===== src/rtl/quadrature_tempo_knob_macros.svh =====
// assertion helpers for the tempo knob
`ifndef QUADRATURE_TEMPO_KNOB_MACROS_SVH
`define QUADRATURE_TEMPO_KNOB_MACROS_SVH

// same-cycle implication, checked outside reset
`define QTK_ASSERT_IMPLY(label, ante, cons) \
	label: assert property (@(posedge clk) disable iff (!arst_n) (ante) |-> (cons)) \
		else $error("qtk same-cycle check failed");

// next-cycle implication, checked outside reset
`define QTK_ASSERT_NEXT(label, ante, cons) \
	label: assert property (@(posedge clk) disable iff (!arst_n) (ante) |=> (cons)) \
		else $error("qtk next-cycle check failed");

`endif


===== src/rtl/qtk_pkg.sv =====
`default_nettype none

package qtk_pkg;

	localparam int DIVIDEND_W = 20;
	localparam int TEMPO_W    = 8;
	localparam int RELOAD_W   = 16;
	localparam int BAND_W     = 10;

	localparam logic [DIVIDEND_W-1:0] DIVIDEND_RESET = 20'd600000;
	localparam logic [TEMPO_W-1:0]    TEMPO_RESET    = 8'd60;

	localparam logic [1:0] DIR_NONE = 2'b00;
	localparam logic [1:0] DIR_CW   = 2'b01;
	localparam logic [1:0] DIR_CCW  = 2'b11;

	localparam logic [1:0] PHASE_DETENT = 2'b00;

	// band edges on the stepped tempo
	localparam logic signed [BAND_W-1:0] BAND_LO   = 10'sd30;
	localparam logic signed [BAND_W-1:0] BAND_2X   = 10'sd60;
	localparam logic signed [BAND_W-1:0] BAND_3X   = 10'sd72;
	localparam logic signed [BAND_W-1:0] BAND_5X   = 10'sd120;
	localparam logic signed [BAND_W-1:0] BAND_7X   = 10'sd144;
	localparam logic signed [BAND_W-1:0] BAND_HI   = 10'sd208;

	typedef struct packed {
		logic [1:0]         dir;
		logic [TEMPO_W-1:0] tempo;
		logic               update;
	} step_info_t;

	function automatic logic [1:0] cw_next(input logic [1:0] ph);
		logic [1:0] r;
		unique case (ph)
			2'd0: r = 2'd2;
			2'd1: r = 2'd0;
			2'd2: r = 2'd3;
			default: r = 2'd1;
		endcase
		return r;
	endfunction

	function automatic logic [1:0] ccw_next(input logic [1:0] ph);
		logic [1:0] r;
		unique case (ph)
			2'd0: r = 2'd1;
			2'd1: r = 2'd3;
			2'd2: r = 2'd0;
			default: r = 2'd2;
		endcase
		return r;
	endfunction

	function automatic logic [2:0] band_mult(input logic signed [BAND_W-1:0] n);
		logic [2:0] m;
		if (n >= BAND_LO && n < BAND_2X) m = 3'd1;
		else if (n >= BAND_2X && n < BAND_3X) m = 3'd2;
		else if (n >= BAND_3X && n < BAND_5X) m = 3'd3;
		else if (n >= BAND_5X && n < BAND_7X) m = 3'd5;
		else if (n >= BAND_7X && n < BAND_HI) m = 3'd7;
		else m = 3'd0;
		return m;
	endfunction

endpackage

`default_nettype wire


===== src/rtl/quadrature_tempo_knob.sv =====
// quadrature tempo knob
// input channel: one transaction per encoder pin change, carrying pin_a and
// pin_b (in_valid / in_stall). the first transaction after reset only primes
// the stored phase. output channel: exactly one transaction per input, with
// step_direction, tempo_now, reload_update and reload_value
// (out_valid / out_stall).
// a sample that does not land on the detent moves from the result registers
// into the output register once it is free or being emptied. a detent sample
// moves the tempo by band and runs a bit-serial 20 by 8 bit divider, one
// quotient bit per cycle, before its result moves on; the next sample is
// taken only after that, so the divider sets the throughput at detent.
// one sample is worked on at a time; in_stall stays high from acceptance
// until the result has moved into the output register.
// the output register holds one finished transaction, so a new sample can be
// taken while the receiver stalls; a second result then waits inside.
// period_dividend is written over the apb port at addresses 0 to 3; the user
// must write it only while idle, the block itself does not enforce this.
// reset: tempo 60, dividend 600000, encoder unprimed, output empty.

`default_nettype none

module quadrature_tempo_knob (
	input  wire logic        clk,
	input  wire logic        arst_n,
	// sample channel
	input  wire logic        in_valid,
	output logic             in_stall,
	input  wire logic        pin_a,
	input  wire logic        pin_b,
	// result channel
	output logic             out_valid,
	input  wire logic        out_stall,
	output logic signed [1:0] step_direction,
	output logic [7:0]       tempo_now,
	output logic             reload_update,
	output logic [15:0]      reload_value,
	// register port
	input  wire logic        psel,
	input  wire logic        penable,
	input  wire logic        pwrite,
	input  wire logic [2:0]  paddr,
	input  wire logic [31:0] pwdata,
	output logic [31:0]      prdata,
	output logic             pready
);

	typedef enum logic [1:0] {
		ST_IDLE,
		ST_DIVIDE,
		ST_DONE
	} state_t;

	state_t state_q;

	logic [qtk_pkg::DIVIDEND_W-1:0] period_dividend_q;

	// result of the sample in flight
	logic [1:0]                  res_dir_q;
	logic [qtk_pkg::TEMPO_W-1:0] res_tempo_q;
	logic                        res_update_q;

	logic                        out_valid_q;
	logic [1:0]                  out_dir_q;
	logic [qtk_pkg::TEMPO_W-1:0] out_tempo_q;
	logic                        out_update_q;
	logic [qtk_pkg::RELOAD_W-1:0] out_reload_q;

	qtk_pkg::step_info_t info;

	logic                           in_accept;
	logic                           div_start;
	logic                           div_done;
	logic [qtk_pkg::DIVIDEND_W-1:0] quotient;
	logic [qtk_pkg::DIVIDEND_W-1:0] q_minus;
	logic [qtk_pkg::RELOAD_W-1:0]   reload;
	logic                           out_free;
	logic                           cfg_write;

	assign in_stall  = (state_q != ST_IDLE);
	assign in_accept = in_valid && !in_stall;
	assign div_start = in_accept && info.update;
	assign out_free  = !out_valid_q || !out_stall;

	// phase classification and tempo bands, state kept inside
	qtk_tempo u_tempo (
		.clk    (clk),
		.arst_n (arst_n),
		.accept (in_accept),
		.pin_a  (pin_a),
		.pin_b  (pin_b),
		.info   (info)
	);

	// beat period: dividend over the new tempo
	qtk_div u_div (
		.clk      (clk),
		.arst_n   (arst_n),
		.start    (div_start),
		.dividend (period_dividend_q),
		.divisor  (info.tempo),
		.done     (div_done),
		.quotient (quotient)
	);

	// quotient minus one, saturated to 16 bits; no update, zero quotient or zero tempo gives zero
	always_comb begin
		q_minus = quotient - qtk_pkg::DIVIDEND_W'(1);
		if (!res_update_q || quotient == '0 || res_tempo_q == '0)
			reload = '0;
		else if (q_minus[qtk_pkg::DIVIDEND_W-1:qtk_pkg::RELOAD_W] != '0)
			reload = '1;
		else
			reload = q_minus[qtk_pkg::RELOAD_W-1:0];
	end

	always_ff @(posedge clk or negedge arst_n) begin
		if (!arst_n) begin
			state_q      <= ST_IDLE;
			res_dir_q    <= qtk_pkg::DIR_NONE;
			res_tempo_q  <= qtk_pkg::TEMPO_RESET;
			res_update_q <= 1'b0;
			out_valid_q  <= 1'b0;
			out_dir_q    <= qtk_pkg::DIR_NONE;
			out_tempo_q  <= qtk_pkg::TEMPO_RESET;
			out_update_q <= 1'b0;
			out_reload_q <= '0;
		end else begin
			// emptied unless refilled from the done state below
			if (out_valid_q && !out_stall && state_q != ST_DONE) out_valid_q <= 1'b0;
			unique case (state_q)
				ST_IDLE: begin
					if (in_accept) begin
						res_dir_q    <= info.dir;
						res_tempo_q  <= info.tempo;
						res_update_q <= info.update;
						state_q      <= info.update ? ST_DIVIDE : ST_DONE;
					end
				end
				ST_DIVIDE: begin
					if (div_done) state_q <= ST_DONE;
				end
				ST_DONE: begin
					// hand over once the output register is free or being emptied
					if (out_free) begin
						out_valid_q  <= 1'b1;
						out_dir_q    <= res_dir_q;
						out_tempo_q  <= res_tempo_q;
						out_update_q <= res_update_q;
						out_reload_q <= reload;
						state_q      <= ST_IDLE;
					end
				end
				default: state_q <= ST_IDLE;
			endcase
		end
	end

	assign out_valid      = out_valid_q;
	assign step_direction = $signed(out_dir_q);
	assign tempo_now      = out_tempo_q;
	assign reload_update  = out_update_q;
	assign reload_value   = out_reload_q;

	// register port, single register at word 0
	assign pready    = 1'b1;
	assign cfg_write = psel && penable && pwrite && pready && (paddr[2] == 1'b0);

	always_ff @(posedge clk or negedge arst_n) begin
		if (!arst_n) begin
			period_dividend_q <= qtk_pkg::DIVIDEND_RESET;
		end else if (cfg_write) begin
			period_dividend_q <= pwdata[qtk_pkg::DIVIDEND_W-1:0];
		end
	end

	always_comb begin
		if (paddr[2] == 1'b0) prdata = {{(32-qtk_pkg::DIVIDEND_W){1'b0}}, period_dividend_q};
		else prdata = '0;
	end

	`include "quadrature_tempo_knob_macros.svh"

	// no reload value without an update
	`QTK_ASSERT_IMPLY(a_reload_zero, out_valid_q && !out_update_q, out_reload_q == '0)
	// an accepted sample always keeps the input busy for the next cycle
	`QTK_ASSERT_NEXT(a_busy_after_accept, in_accept, in_stall)
	// tempo never leaves the reachable range
	`QTK_ASSERT_IMPLY(a_tempo_range, out_valid_q, out_tempo_q >= 8'd29 && out_tempo_q <= 8'd214)

endmodule

`default_nettype wire


===== src/rtl/qtk_tempo.sv =====
`default_nettype none

module qtk_tempo (
	input  wire logic               clk,
	input  wire logic               arst_n,
	input  wire logic               accept,
	input  wire logic               pin_a,
	input  wire logic               pin_b,
	output qtk_pkg::step_info_t     info
);

	logic [1:0]                  last_phase_q;
	logic                        primed_q;
	logic [qtk_pkg::TEMPO_W-1:0] tempo_q;

	logic [1:0]                          phase;
	logic [1:0]                          dir;
	logic                                detent;
	logic signed [qtk_pkg::BAND_W-1:0]   n;
	logic [2:0]                          m;
	logic [qtk_pkg::TEMPO_W-1:0]         tempo_new;

	always_comb begin
		phase = {pin_a, pin_b};
		if (!primed_q) dir = qtk_pkg::DIR_NONE;
		else if (qtk_pkg::cw_next(last_phase_q) == phase) dir = qtk_pkg::DIR_CW;
		else if (qtk_pkg::ccw_next(last_phase_q) == phase) dir = qtk_pkg::DIR_CCW;
		else dir = qtk_pkg::DIR_NONE;

		detent = primed_q && (phase == qtk_pkg::PHASE_DETENT);
		n = $signed({2'b00, tempo_q}) +
			$signed({{(qtk_pkg::BAND_W-2){dir[1]}}, dir});
		m = qtk_pkg::band_mult(n);

		tempo_new = tempo_q;
		if (detent && m != 3'd0) begin
			case (dir)
				qtk_pkg::DIR_CW:  tempo_new = n[qtk_pkg::TEMPO_W-1:0] + {5'd0, m};
				qtk_pkg::DIR_CCW: tempo_new = n[qtk_pkg::TEMPO_W-1:0] - {5'd0, m};
				default:          tempo_new = n[qtk_pkg::TEMPO_W-1:0];
			endcase
		end

		info.dir    = dir;
		info.tempo  = tempo_new;
		info.update = detent;
	end

	always_ff @(posedge clk or negedge arst_n) begin
		if (!arst_n) begin
			last_phase_q <= 2'b00;
			primed_q     <= 1'b0;
			tempo_q      <= qtk_pkg::TEMPO_RESET;
		end else if (accept) begin
			last_phase_q <= phase;
			primed_q     <= 1'b1;
			tempo_q      <= tempo_new;
		end
	end

endmodule

`default_nettype wire


===== src/rtl/qtk_div.sv =====
`default_nettype none

module qtk_div (
	input  wire logic                           clk,
	input  wire logic                           arst_n,
	input  wire logic                           start,
	input  wire logic [qtk_pkg::DIVIDEND_W-1:0] dividend,
	input  wire logic [qtk_pkg::TEMPO_W-1:0]    divisor,
	output logic                                done,
	output logic [qtk_pkg::DIVIDEND_W-1:0]      quotient
);

	localparam int CNT_W = $clog2(qtk_pkg::DIVIDEND_W + 1);

	logic                              busy_q;
	logic                              done_q;
	logic [CNT_W-1:0]                  count_q;
	logic [qtk_pkg::DIVIDEND_W-1:0]    acc_q;
	logic [qtk_pkg::TEMPO_W-1:0]       rem_q;
	logic [qtk_pkg::TEMPO_W-1:0]       divisor_q;

	logic [qtk_pkg::TEMPO_W:0] trial;
	logic [qtk_pkg::TEMPO_W:0] diff;
	logic                      ge;

	// one quotient bit per cycle, dividend shifts out as quotient shifts in
	always_comb begin
		trial = {rem_q, acc_q[qtk_pkg::DIVIDEND_W-1]};
		diff  = trial - {1'b0, divisor_q};
		ge    = trial >= {1'b0, divisor_q};
	end

	always_ff @(posedge clk or negedge arst_n) begin
		if (!arst_n) begin
			busy_q    <= 1'b0;
			done_q    <= 1'b0;
			count_q   <= '0;
			acc_q     <= '0;
			rem_q     <= '0;
			divisor_q <= '0;
		end else begin
			// pulse after the last quotient bit
			done_q <= !start && busy_q && (count_q == CNT_W'(1));
			if (start) begin
				busy_q    <= 1'b1;
				count_q   <= CNT_W'(qtk_pkg::DIVIDEND_W);
				acc_q     <= dividend;
				rem_q     <= '0;
				divisor_q <= divisor;
			end else if (busy_q) begin
				acc_q   <= {acc_q[qtk_pkg::DIVIDEND_W-2:0], ge};
				rem_q   <= ge ? diff[qtk_pkg::TEMPO_W-1:0] : trial[qtk_pkg::TEMPO_W-1:0];
				count_q <= count_q - CNT_W'(1);
				if (count_q == CNT_W'(1)) begin
					busy_q <= 1'b0;
				end
			end
		end
	end

	assign done     = done_q;
	assign quotient = acc_q;

endmodule

`default_nettype wire


===== config.mk =====
export PLATFORM = sky130hd
export DESIGN_NAME = quadrature_tempo_knob
export DESIGN_NICKNAME = d
export VERILOG_FILES = /design/src/rtl/qtk_pkg.sv /design/src/rtl/quadrature_tempo_knob.sv /design/src/rtl/qtk_tempo.sv /design/src/rtl/qtk_div.sv
export VERILOG_INCLUDE_DIRS = /design/src /design/src/rtl
export SDC_FILE = /design/constraint.sdc
export NUM_CORES = 1
export LEC_CHECK = 0
export ABC_CLOCK_PERIOD_IN_PS = 10200
export BUFFER_PORTS_ARGS = -buffer_cell sky130_fd_sc_hd__buf_2
export CORE_ASPECT_RATIO = 0.5
export CORE_MARGIN = 10
export CORE_UTILIZATION = 44
export CTS_CLUSTER_SIZE = 20
export DETAILED_ROUTE_END_ITERATION = 16
export HOLD_SLACK_MARGIN = 0.03
export PLACE_DENSITY = 0.62
export REMOVE_ABC_BUFFERS = 1
export SYNTH_ARGS = -nofsm -noshare
export SYNTH_HDL_FRONTEND = slang
export SYNTH_SLANG_ARGS = --single-unit

===== constraint.sdc =====
create_clock -name clk -period 10.2 [get_ports clk]
set_clock_uncertainty 0.2 [all_clocks]
set_input_delay 2.04 -clock clk [delete_from_list [all_inputs] [get_ports clk]]
set_output_delay 2.04 -clock clk [all_outputs]
set_load 0.05 [all_outputs]

## Word level (Yosys, flattened, before mapping)

Index checks and enable logic that the tools add are counted.

| cells by class | value |
|---|---|
| add/sub/neg operators | 6 |
| $lt $le $gt $ge | 11 |
| equality and inequality tests | 13 |
| multiplexer cells | 36 |
| bitwise operators | 1 |
| reductions and logical operators | 36 |

Operators with widths:

| kind | number |
|---|---|
| 20-bit 2-to-1 mux | 3 |
| 16-bit 2-to-1 mux | 2 |
| 8-bit 2-to-1 mux | 4 |
| 10-bit by 8-bit >= comparator with 1-bit output, second input constant | 2 |
| 20-bit zero test | 1 |
| 10-bit by 8-bit less-than comparator with 1-bit output, second input constant | 2 |
| 10-bit by 9-bit less-than comparator with 1-bit output, second input constant | 2 |
| 2-bit 2-to-1 mux | 10 |
| 20-bit by 1-bit subtractor with 20-bit output, second input constant | 1 |
| 2-bit case mux with 3 select lines | 3 |
| 1-bit logical AND | 16 |
| 8-bit case mux with 2 select lines | 1 |
| 3-bit 2-to-1 mux | 5 |
| 9-bit by 2-bit adder with 10-bit output | 1 |
| 10-bit by 6-bit >= comparator with 1-bit output, second input constant | 1 |
| 10-bit by 7-bit >= comparator with 1-bit output, second input constant | 1 |
| 10-bit by 9-bit >= comparator with 1-bit output, second input constant | 1 |
| 10-bit by 7-bit less-than comparator with 1-bit output, second input constant | 1 |
| 5-bit 2-to-1 mux | 2 |
| 9-bit by 8-bit >= comparator with 1-bit output | 1 |
| 8-bit by 3-bit adder with 8-bit output | 1 |
| 8-bit zero test | 1 |
| 8-bit by 3-bit subtractor with 8-bit output | 1 |
| 8-bit subtractor | 1 |
| other kinds (17) | 39 |

| word-level totals | value |
|---|---|
| flip-flop bits (word level) | 115 |
| input port bits | 44 |
| output and inout bits | 62 |
| logic and storage cells | 122 |

## Logic depth before layout (Yosys ltp)

Gate-level depths: netlist (run 1).

| depth | value |
|---|---|
| depth after elaboration | 21 |
| mapped depth | 27 |

## Hierarchy

Synthesis (run 1) repeated with hierarchy kept, for this count alone.

| second synthesis, totals | value |
|---|---|
| cell total of the unflattened synthesis | 695 |
| area, all modules | 6887.9 µm² |

Modules (own cells, without submodules):

| module | times used | cells each | area each (µm²) |
|---|---|---|---|
| quadrature_tempo_knob | 1 | 280 | 3009.1 |
| qtk_div | 1 | 231 | 2293.4 |
| qtk_tempo | 1 | 184 | 1585.3 |

## Least setup slack after synthesis (run 1)

OpenSTA, ideal clock, no wires.

| path | value |
|---|---|
| path type | input to register |
| start | input pin_a |
| end | register u_div.divisor_q[7] in the netlist's numbering |
| library setup time | 127 ps |
| arrival time | 7312 ps |
| data required time | 9873 ps |
| setup slack | 2562 ps |
| cell stages on the path | 27 |
| buffers on the path | 0 |
| path through | xnor2_1 nor2_1 o21ai_2 inv_1 ha_1 ha_1 or4_1 nor4_1 a311o_2 o2bb2ai_1 o2111ai_1 o22ai_1 nand2b_1 inv_1 ha_1 mux2i_1 ha_1 a21o_1 a21o_1 a21o_1 a21o_2 a31oi_1 and4b_1 mux2i_1 and3_1 xnor2_1 o21ai_1 |

RTL lines:

| element | RTL line | RTL |
|---|---|---|
| start, declared | quadrature_tempo_knob.sv:28 | `input wire logic pin_a,` |
| end signal, assigned | qtk_div.sv:49 | `divisor_q <= divisor;` |
| end, declared | qtk_div.sv:20 | `logic [qtk_pkg::TEMPO_W-1:0] divisor_q;` |

==> flow_summary_export.csv, run 1 <==
group,metric,value,unit
die,die_y,105,µm
outcome,outcome,"finished, final reports clean",
logic_synthesis,synth_top_area_share,35.6,%
global_routing,grt_pass1_wl,24700,µm
place,place_congestion,0.892,
pwr,combPwrFrac,59.6,%
logic_synthesis,synthCells,657,
critical_path,slowest_stage,"o21ai_2",
die,die-area,20100,µm²
detailed_routing,met3_length,541,µm
timing,setup_tns,0,ns
pwr,p_clk_share,12.6,%
logic_synthesis,post_synth_xor_area_fraction,5.03,%
logic_synthesis,synth_ff_type,"dfrtp_1",
detailed_routing,drtIter0Drc,283,
detailed_routing,wl_per_cell,15.9,µm
critical_path,path_depth,28,
detailed_routing,wl_met2,6700,µm
critical_path,path_class,"in2reg",
pwr,p_leak,0.00344,µW
layout,final_nets,785,
timing,post-route-period-util,84.5,%
die,coreArea,14400,µm²
timing,max_slew.worst_pin.slew,1.18,ns
place,port_buffers,78,
logic_synthesis,synthMuxAreaShare,9.59,%
global_routing,antenna_found_initial,0,
logic_synthesis,async_flop_share,100,%
logic_synthesis,synth_area_leaders,"dfrtp_1 (36%), dfstp_2 (6.6%), mux2_2 (6.0%), ha_1 (4.3%), a21oi_1 (3.9%)",
pwr,p_seq_share,27.7,%
critical_path,critPathRequiredTime,10.22,ns
clock_tree,cts_root_buffer,"clkbuf_16",
logic_synthesis,yosysUniqueCellTypes,81,
layout,fill_cells,1407,
timing,period_needed,8.62,ns
clock_tree,cts_setup_buffers,0,
layout,drive_gt1_share,23.8,%
clock_tree,clock_sinks,107,
timing,setup_viol,0,
critical_path,critPathArrivalTime,8.65,ns
critical_path,rr_worst_depth,27,
timing,rsz0062_at_grt,"no",
logic_synthesis,yosys_warnings,0,
critical_path,cp_top_family,"compound AO/OA/AOI/OAI gates",
die,start_util,44.6,%
detailed_routing,post-route-drc-count,0,
run,drv_cap,0,
die,die_w,191,µm
clock_tree,numCtsBuffers,9,
critical_path,cp_max_fo,17,
detailed_routing,wl_met1,7170,µm
detailed_routing,vias,4827,
pwr,netSwitchingFraction,46.6,%
timing,drv_slew,0,
critical_path,cpMostUsedCell,"ha_1",
logic_synthesis,synth.avg_cell_area,9.74,µm²
pwr,p_sw,1330,µW
detailed_routing,ant_nets,0,
timing,whs,0.273,ns
clock_tree,cts.path.max_buffers,2,
pwr,power-per-cell-area,398,nW/µm²
logic_synthesis,netlist_area,6400,µm²
logic_synthesis,yosysTopAreaCell,"dfrtp_1",
timing,slew_headroom,21.1,%
global_routing,grt_pass1_vias,4795,
global_routing,track_usage,14.5,%
clock_tree,htreeDepth,3,
critical_path,setup.worst_path.end_class,"flop",
min_path,min_path_type,"reg2reg",
clock_tree,cts_tree,"yes",
global_routing,grt_max_degree,59,
place,dpl.hpwl,10700,µm
global_routing,grt_overflow,0,
pwr,intPower,1520,µW
layout,diodes,0,
critical_path,path_buf_inv,3,
die,std_cell_rows,31,
detailed_routing,first_pass_iters,4,
logic_synthesis,synth_top_family_by_area,"compound AO/OA/AOI/OAI gates",
logic_synthesis,yosys.area_share.simple,16.0,%
clock_tree,clkTransAtPathRegs,0.07,ns
timing,final_hold_viol_count,0,
logic_synthesis,synth-seq-cells,107,
detailed_routing,top_layer,"met4",
detailed_routing,wl,14600,µm
critical_path,startpoint_type,"input port",
clock_tree,clkLatencyLatePin,0.35,ns
min_path,min_path_cells,1,
logic_synthesis,synth_fa_ha_area_share,4.93,%
logic_synthesis,ys_seq_area_share,42.2,%
clock_tree,hold_buffers,0,
logic_synthesis,synth-edff-count,0,
clock_tree,cts_resized,0,
timing,max_freq,0.116,GHz
pwr,vdd_ir_drop_max,0.148,mV
layout,syn_to_final_growth,12.1,%
detailed_routing,post_drt_via_cell_ratio,5.25,
logic_synthesis,synth_compound_area_share,16.5,%
die,ios,106,
critical_path,critPathMaxStageDelay,0.56,ns
==> Yosys cell counts (all sizes together) (4+ instances only) <==
cell	n
o21ai	29
buf	21
a31o	4
a21oi	50
mux2i	23
and2	4
xnor2	23
mux2	34
o211ai	4
a211oi	11
dfrtp	91
nor3	10
ha	22
nand2b	7
clkbuf	23
xor2	12
nor2	60
nand3	9
inv	28
a21o	32
nor4	8
nor2b	22
a31oi	5
nand4	7
dfstp	16
nand2	50
==> final timing paths <==
path	startpoint	to	slack [ns]
setup / recovery	pin_a	u_div.divisor_q[7]	1.58
hold / removal	reload_value[10]	reload_value[10]	0.27
setup reg to reg	u_tempo.last_phase_q[0]	u_div.divisor_q[7]	2.95
hold reg to reg	reload_value[10]	reload_value[10]	0.27
max in group asynchronous	arst_n	u_div.count_q[4]	7.08
min in group asynchronous	arst_n	tempo_now[7]	1.51
==> registers in the layout (all words and copies together) (netlist names), 5 cells and up <==
| signal | flops |
|---|---|
| reload_value | 16 |
| u_div.count_q | 5 |
| u_tempo.tempo_q | 7 |
| u_div.quotient | 20 |
| u_div.divisor_q | 8 |
| u_div.rem_q | 8 |
| period_dividend_q | 20 |
| tempo_now | 8 |
==> placed cells by master (no fill, tap or decap), types with 11 or more instances in the layout <==
master,count
a21o_1,31
a21oi_1,50
buf_2,77
conb_1,13
dfrtp_1,91
dfstp_2,16
ha_1,22
inv_1,28
mux2_2,34
mux2i_1,23
nand2_1,50
nor2_1,59
nor2b_1,22
o21ai_0,24
xnor2_1,22
xor2_1,11
==> cell type report <==
type                    instances  area, µm²  area share, %
repair buffers                 83        430           6.00
inverters                      29        110           1.54
clock inverters                 5       57.6          0.803
flip-flops and latches        107       2700           37.6
multi-input cells             487       3370           47.1
clock buffers                  11        253           3.52
well taps                     198        248           3.45
==> layer usage <==
metal / GRT usage [%] / vias to the layer above
li1: - / 2422
met1: 19.6 / 2294
met2: 23.1 / 95
met3: 2.99 / 16
met4: 4.36 / 0
met5: 0 / -
==> power by group through the flow <==
stage	Sequential (µW)	Clock, µW	Combinational, µW
floorplan	905	0	1190
global placement	790	0	1660
detailed placement	799	0	1690
CTS	792	373	1700
global route	820	388	1890
finish	791	360	1700
==> stage by stage <==
stage | instances | worst slack, ns | area (µm²) | utilization, % | power, µW
detailed placement | 904 | 1.28 | 6860 | 47.8 | 2480
CTS | 920 | 1.64 | 7170 | 50.0 | 2870
floorplan | 623 | 2.36 | 6180 | - | 2100
global route | 920 | 0.985 | 7170 | 50.0 | 3090
global placement | 904 | 1.33 | 6860 | 47.8 | 2460
finish | 920 | 1.58 | 7170 | 50.0 | 2850
==> kinds of logic (layout without fill, tap and decap cells) <==
family / after synthesis / after routing
DFF: 107 / 107
muxes: 57 / 57
AOI/OAI and AO/OA: 158 / 158
and+or+nand+nor: 200 / 200
adders and majority gates: 24 / 24
other: 2 / 13
buffers and inverters: 74 / 128
xor gates and xnor gates: 35 / 35
No activity file was read; power rests on OpenSTA's default activity.
==> run 2, diff against run 1 <==
--- a/config.mk
+++ b/config.mk
@@ -6,7 +6,7 @@
 export SDC_FILE = /design/constraint.sdc
 export NUM_CORES = 1
 export LEC_CHECK = 0
-export ABC_CLOCK_PERIOD_IN_PS = 10200
+export ABC_CLOCK_PERIOD_IN_PS = 8900
 export BUFFER_PORTS_ARGS = -buffer_cell sky130_fd_sc_hd__buf_2
 export CORE_ASPECT_RATIO = 0.5
 export CORE_MARGIN = 10
==> constraint.sdc (replaced) <==
create_clock -name clk -period 8.9 [get_ports clk]
set_clock_uncertainty 0.2 [all_clocks]
set_input_delay 1.78 -clock clk [delete_from_list [all_inputs] [get_ports clk]]
set_output_delay 1.78 -clock clk [all_outputs]
set_load 0.05 [all_outputs]
==> run 2 against run 1 <==
  * Setup slack got worse by 0.60 ns
  * Count of clock-buffer cells in the layout down 1
  * Sequential power up 14%
  * Combinational power is 15% higher
  * Total power up 14%
  * Largest cell class unchanged
  * Cell area shrank 0.12%
  * Global-route usage decreased by 0.18 points
  * Non-clock buffer count up 2
==> flow_summary_export.csv, run 2 (synthesis results as in run 1) <==
group,metric,value,unit
outcome,outcome,"finished, final reports clean",
place,dpl.hpwl,10700,µm
critical_path,rr_worst_depth,27,
critical_path,startpoint_type,"input port",
detailed_routing,ant_nets,0,
critical_path,critPathMaxStageDelay,0.50,ns
global_routing,antenna_found_initial,0,
layout,utilization,49.9,%
timing,layout_setup_ws,0.981,ns
timing,setup_tns,0,ns
timing,slew_headroom,21.1,%
critical_path,setup.worst_path.end_class,"flop",
detailed_routing,drtIter0Drc,289,
critical_path,cpMostUsedCell,"ha_1",
clock_tree,clkLatencyLatePin,0.34,ns
pwr,p_leak,0.00343,µW
critical_path,cp_max_fo,8,
timing,rsz0062_at_grt,"no",
min_path,min_from,"u_div.done",
pwr,combPwrFrac,60.4,%
global_routing,track_usage,14.4,%
critical_path,path_class,"in2reg",
timing,period_needed,7.92,ns
die,std_cell_rows,31,
timing,setup_viol,0,
layout,drive_gt1_share,24.0,%
timing,max_freq,0.126,GHz
min_path,min_path_type,"reg2reg",
die,die_w,191,µm
clock_tree,numCtsBuffers,9,
die,coreArea,14400,µm²
place,place_congestion,0.869,
die,ios,106,
pwr,p_sw,1530,µW
clock_tree,clkTransAtPathRegs,0.07,ns
clock_tree,htreeDepth,3,
layout,fill_cells,1356,
global_routing,grt_pass1_vias,4716,
critical_path,critPathArrivalTime,7.95,ns
critical_path,path_buf_inv,3,
layout,finalNonFillerCells,922,
global_routing,grt_pass1_wl,24100,µm
place,port_buffers,78,
clock_tree,cts_tree,"yes",
global_routing,grt_overflow,0,
timing,drv_slew,0,
timing,final_hold_viol_count,0,
layout,syn_to_final_growth,12.0,%
layout,final_nets,787,
detailed_routing,post_drt_via_cell_ratio,5.28,
pwr,power-per-cell-area,453,nW/µm²
pwr,finalPower,3250,µW
pwr,p_seq_share,27.9,%
global_routing,grt_max_degree,59,
layout,diodes,0,
critical_path,r2r_slack,2.09,ns
detailed_routing,vias,4872,
clock_tree,cts_setup_buffers,0,
critical_path,critPathRequiredTime,8.93,ns
layout,layout_common_cells,"dfrtp_1 (91), buf_2 (77), nor2_1 (59)",
die,die_y,105,µm
timing,max_slew.worst_pin.slew,1.18,ns
critical_path,slowest_stage,"xnor2_1",
clock_tree,hold_buffers,0,
critical_path,timing.rr.end,"u_div.divisor_q[7]",
min_path,min_path_cells,1,
run,drv_cap,0,
place,place_ws,0.714,ns
critical_path,worstReg2RegStart,"u_tempo.last_phase_q[0]",
pwr,vdd_ir_drop_max,0.160,mV
pwr,intPower,1720,µW
place,dp.cells,906,
clock_tree,cts_resized,0,
die,die-area,20100,µm²
clock_tree,cts.path.max_buffers,2,
timing,post-route-period-util,89.0,%
layout,layout_commonest_cell,"dfrtp_1",
pwr,p_clk_share,11.8,%
detailed_routing,wl,14400,µm
detailed_routing,wl_per_cell,15.6,µm
die,start_util,44.6,%
pwr,netSwitchingFraction,47.0,%
clock_tree,clock_sinks,107,
clock_tree,cts_root_buffer,"clkbuf_16",
critical_path,cp_top_family,"compound AO/OA/AOI/OAI gates",
detailed_routing,first_pass_iters,4,
min_path,hold_end,"state_q[0]",
detailed_routing,post-route-drc-count,0,
## run 2: changes by cell type in the layout (fill, tap and decap cells not counted)
cell        change
buf_4           +2
bufinv_16       -1
clkbuf_8        -1
clkinv_2        -1
clkinv_4        +2
clkinvlp_4      +1
## run 2: how the worst max path moves through the flow
stage           from                  to  slack [ns]  cells after the start
5_1_grt        pin_a      res_tempo_q[7]        0.43                     28
3_3_place_gp   pin_a  u_div.divisor_q[7]        0.81                     28
3_5_place_dp   pin_a  u_div.divisor_q[7]        0.71                     28
4_1_cts        pin_a  u_div.divisor_q[7]        1.07                     28
6_report       pin_a  u_div.divisor_q[7]        0.98                     28
2_1_floorplan  pin_a  u_div.divisor_q[7]        1.32                     27
## run 2: per-stage QoR
step | hold slack (ns) | area, µm²
3_5_place_dp | 0.262 | 6880
3_3_place_gp | 0.258 | 6880
6_report | 0.262 | 7160
4_1_cts | 0.272 | 7160
5_1_grt | 0.280 | 7160
2_1_floorplan | 0.236 | 6180
## run 2: metal layers
| metal | global-route usage [%] | share of wire [%] | routed length (µm) | vias up |
|---|---|---|---|---|
| met5 | 0 | 0 | 0 | - |
| met4 | 3.63 | 1.1 | 164 | 0 |
| met3 | 2.73 | 3.3 | 475 | 16 |
| met2 | 23.6 | 46 | 6650 | 91 |
| li1 | - | - | - | 2431 |
| met1 | 19.1 | 49 | 7140 | 2334 |
## run 2: cell type report
type,instances,area (µm²),area share (%)
multi-input cells,487,3370,47.1
flip-flops and latches,107,2700,37.7
repair buffers,85,445,6.22
well taps,198,248,3.46
clock buffers,10,239,3.34
inverters,29,110,1.54
clock inverters,6,47.5,0.664
## run 2: power groups by stage
stage	Sequential, µW	Combinational [µW]	Clock, µW
floorplan	1040	1370	0
finish	905	1960	382
CTS	905	1960	394
detailed placement	913	1950	0
global placement	905	1920	0
global route	937	2170	412
==> run 3, diff against run 2 <==
--- a/config.mk
+++ b/config.mk
@@ -14,8 +14,10 @@
 export CTS_CLUSTER_SIZE = 20
 export DETAILED_ROUTE_END_ITERATION = 16
 export HOLD_SLACK_MARGIN = 0.03
-export PLACE_DENSITY = 0.62
+export PLACE_DENSITY = 0.61
 export REMOVE_ABC_BUFFERS = 1
+export SETUP_SLACK_MARGIN = 0.4
 export SYNTH_ARGS = -nofsm -noshare
 export SYNTH_HDL_FRONTEND = slang
+export SYNTH_HIERARCHICAL = 1
 export SYNTH_SLANG_ARGS = --single-unit
==> run 3 against run 2 <==
  * Via count is 4.8% higher
  * Sequential share of layout area is 1.1 points lower
  * Global-route usage is 0.96 points higher
  * Sequential cell count is 8 higher
  * Area after synthesis is 7.7% higher
  * Cell count is 6.1% higher
  * Non-clock buffer count is 1 lower
  * Die area is 6.5% higher
  * Cell area is 11% higher
==> flow_summary_export.csv, run 3 <==
group,metric,value,unit
timing,rsz0062_at_grt,"no",
logic_synthesis,yosysTopAreaCell,"dfrtp_1",
critical_path,timing.rr.end,"u_div/divisor_q[7]",
place,dpl.hpwl,11300,µm
clock_tree,cts_root_buffer,"clkbuf_16",
logic_synthesis,synth.avg_cell_area,9.91,µm²
timing,setup_viol,0,
global_routing,grt_pass1_vias,5191,
place,place_ws,0.928,ns
layout,regArea,2900,µm²
timing,final_hold_viol_count,0,
timing,post-route-period-util,85.7,%
clock_tree,clkTransAtPathRegs,0.06,ns
layout,syn_to_final_growth,15.1,%
timing,max_slew.worst_pin.slew,1.11,ns
logic_synthesis,netlist_area,6890,µm²
detailed_routing,vias,5107,
critical_path,r2r_slack,2.32,ns
critical_path,path_depth,30,
critical_path,path_buf_inv,3,
die,die_y,108,µm
place,dp.cells,946,
die,start_util,44.8,%
clock_tree,numCtsBuffers,17,
clock_tree,clkLatencyLatePin,0.41,ns
clock_tree,cts_tree,"yes",
layout,drive_gt1_share,27.1,%
die,coreArea,15400,µm²
global_routing,grt_overflow,0,
timing,layout_setup_ws,1.27,ns
timing,whs,0.256,ns
place,port_buffers,78,
timing,setup_tns,0,ns
run,drv_cap,0,
detailed_routing,wl_per_cell,16.2,µm
clock_tree,cts.path.max_buffers,2,
logic_synthesis,synth-seq-cells,115,
detailed_routing,first_pass_iters,4,
critical_path,setup.worst_path.end_class,"flop",
logic_synthesis,post-synth-top-count-cell,"nand2_1",
detailed_routing,post-route-drc-count,0,
clock_tree,cts_resized,0,
layout,fill_cells,1419,
critical_path,cpMostUsedCell,"ha_1",
global_routing,grt_max_degree,71,
clock_tree,clock_sinks,115,
clock_tree,htreeDepth,4,
logic_synthesis,yosysUniqueCellTypes,74,
critical_path,cp_max_fo,7,
layout,final_nets,830,
detailed_routing,post_drt_via_cell_ratio,5.22,
outcome,outcome,"finished, final reports clean",
logic_synthesis,synth_ff_type,"dfrtp_1",
min_path,min_path_cells,2,
die,die-area,21400,µm²
detailed_routing,ant_nets,0,
logic_synthesis,synthCells,695,
critical_path,cp_top_family,"simple AND/OR/NAND/NOR gates",
global_routing,antenna_found_initial,0,
clock_tree,cts_setup_buffers,0,
global_routing,grt_pass1_wl,26700,µm
die,ios,106,
clock_tree,hold_buffers,0,
critical_path,critPathRequiredTime,9.01,ns
detailed_routing,wl,15800,µm
critical_path,path_class,"in2reg",
die,std_cell_rows,32,
logic_synthesis,synth-edff-count,0,
critical_path,startpoint_type,"input port",
critical_path,critPathMaxStageDelay,0.56,ns
global_routing,track_usage,15.3,%
logic_synthesis,async_flop_share,100,%
timing,drv_slew,0,
timing,slew_headroom,26.2,%
layout,diodes,0,
min_path,min_path_type,"reg2reg",
min_path,hold_end,"tempo_now[2]",
timing,max_freq,0.131,GHz
layout,multi_input_area,3650,µm²
logic_synthesis,ys_seq_area_share,42.1,%
critical_path,rr_worst_depth,29,
min_path,min_from,"tempo_now[2]",
layout,layout_commonest_cell,"nand2_1",
logic_synthesis,synth_top_area_share,34.5,%
layout,finalNonFillerCells,978,
critical_path,worstReg2RegStart,"u_tempo/last_phase_q[0]",
critical_path,critPathArrivalTime,7.74,ns
logic_synthesis,yosys_warnings,6,
detailed_routing,drtIter0Drc,342,
logic_synthesis,synth_common_cells,"nand2_1 (102), dfrtp_1 (95), nor2_1 (46)",
layout,layout_common_cells,"nand2_1 (102), dfrtp_1 (95), buf_2 (77)",
logic_synthesis,synth_area_leaders,"dfrtp_1 (35%), dfstp_2 (7.6%), mux2_2 (7.2%), nand2_1 (5.6%), mux2i_1 (4.2%)",
place,place_congestion,0.855,
critical_path,slowest_stage,"or4_1",
die,die_w,197,µm
timing,period_needed,7.63,ns
-- run 3: changes by cell type in the layout (fill, tap and decap cells not counted), moves of 5 or more --
cell       before  now
a21o_1         31    7
a21oi_1        50   17
clkbuf_16       9   17
mux2_2         34   44
mux2i_1        23   29
nand2_1        50  102
nor2_1         59   45
o211ai_1        4   16
o21ai_0        24   41
xor2_1         11    6
-- run 3: logic make-up (layout without fill, tap and decap cells) --
family | after synthesis | count (layout) | share of synthesized area (%)
AO/OA/AOI/OAI | 125 | 125 | 12.3
XOR/XNOR | 34 | 34 | 5.41
adder cells (fa/ha/maj) | 25 | 25 | 4.76
buffers and inverters | 75 | 143 | 5.58
flip-flops | 115 | 115 | 42.1
multiplexers | 77 | 77 | 12.5
other | 2 | 13 | 0.109
AND/OR/NAND/NOR | 242 | 242 | 17.2
-- run 3: worst max path at each step --
stage	endpoint	slack (ns)	start
floorplan	u_div/divisor_q[7]	1.34	pin_a
global placement	u_div/divisor_q[7]	1.06	pin_a
detailed placement	u_div/divisor_q[7]	0.93	pin_a
CTS	u_div/divisor_q[7]	1.32	pin_a
global route	u_div/divisor_q[7]	0.91	pin_b
finish	u_div/divisor_q[7]	1.27	pin_a
-- run 3: layout make-up --
class,count,area share (%)
Inverter,27,1.31
Multi-Input combinational cell,516,46.0
Clock inverter,14,1.85
Sequential cell,115,36.6
Clock buffer,18,5.54
Timing Repair Buffer,84,5.52
Tap cell,204,3.22
-- run 3: per-stage QoR --
step / util, % / cell area (µm²)
3_5_place_dp: 47.8 / 7350
3_3_place_gp: 47.8 / 7350
4_1_cts: 51.6 / 7930
5_1_grt: 51.6 / 7930
2_1_floorplan: - / 6650
6_report: 51.6 / 7930
-- run 3: worst min-delay path: stages, from the launching register on --
cell and delay [ns]:
dfstp_2 0.36, nand2_1 0.05, nand2_1 0.05
-- run 3: layer usage --
layer | share of wire, % | track usage, %
met1 | 48 | 20.0
met2 | 48 | 24.7
met3 | 3.1 | 3.22
met4 | 1.0 | 5.62
met5 | 0 | 0
Power of run 3 is left out: the tool's default activity adds up to more than one toggle a clock period on the data nets, which glitch-free logic cannot reach.
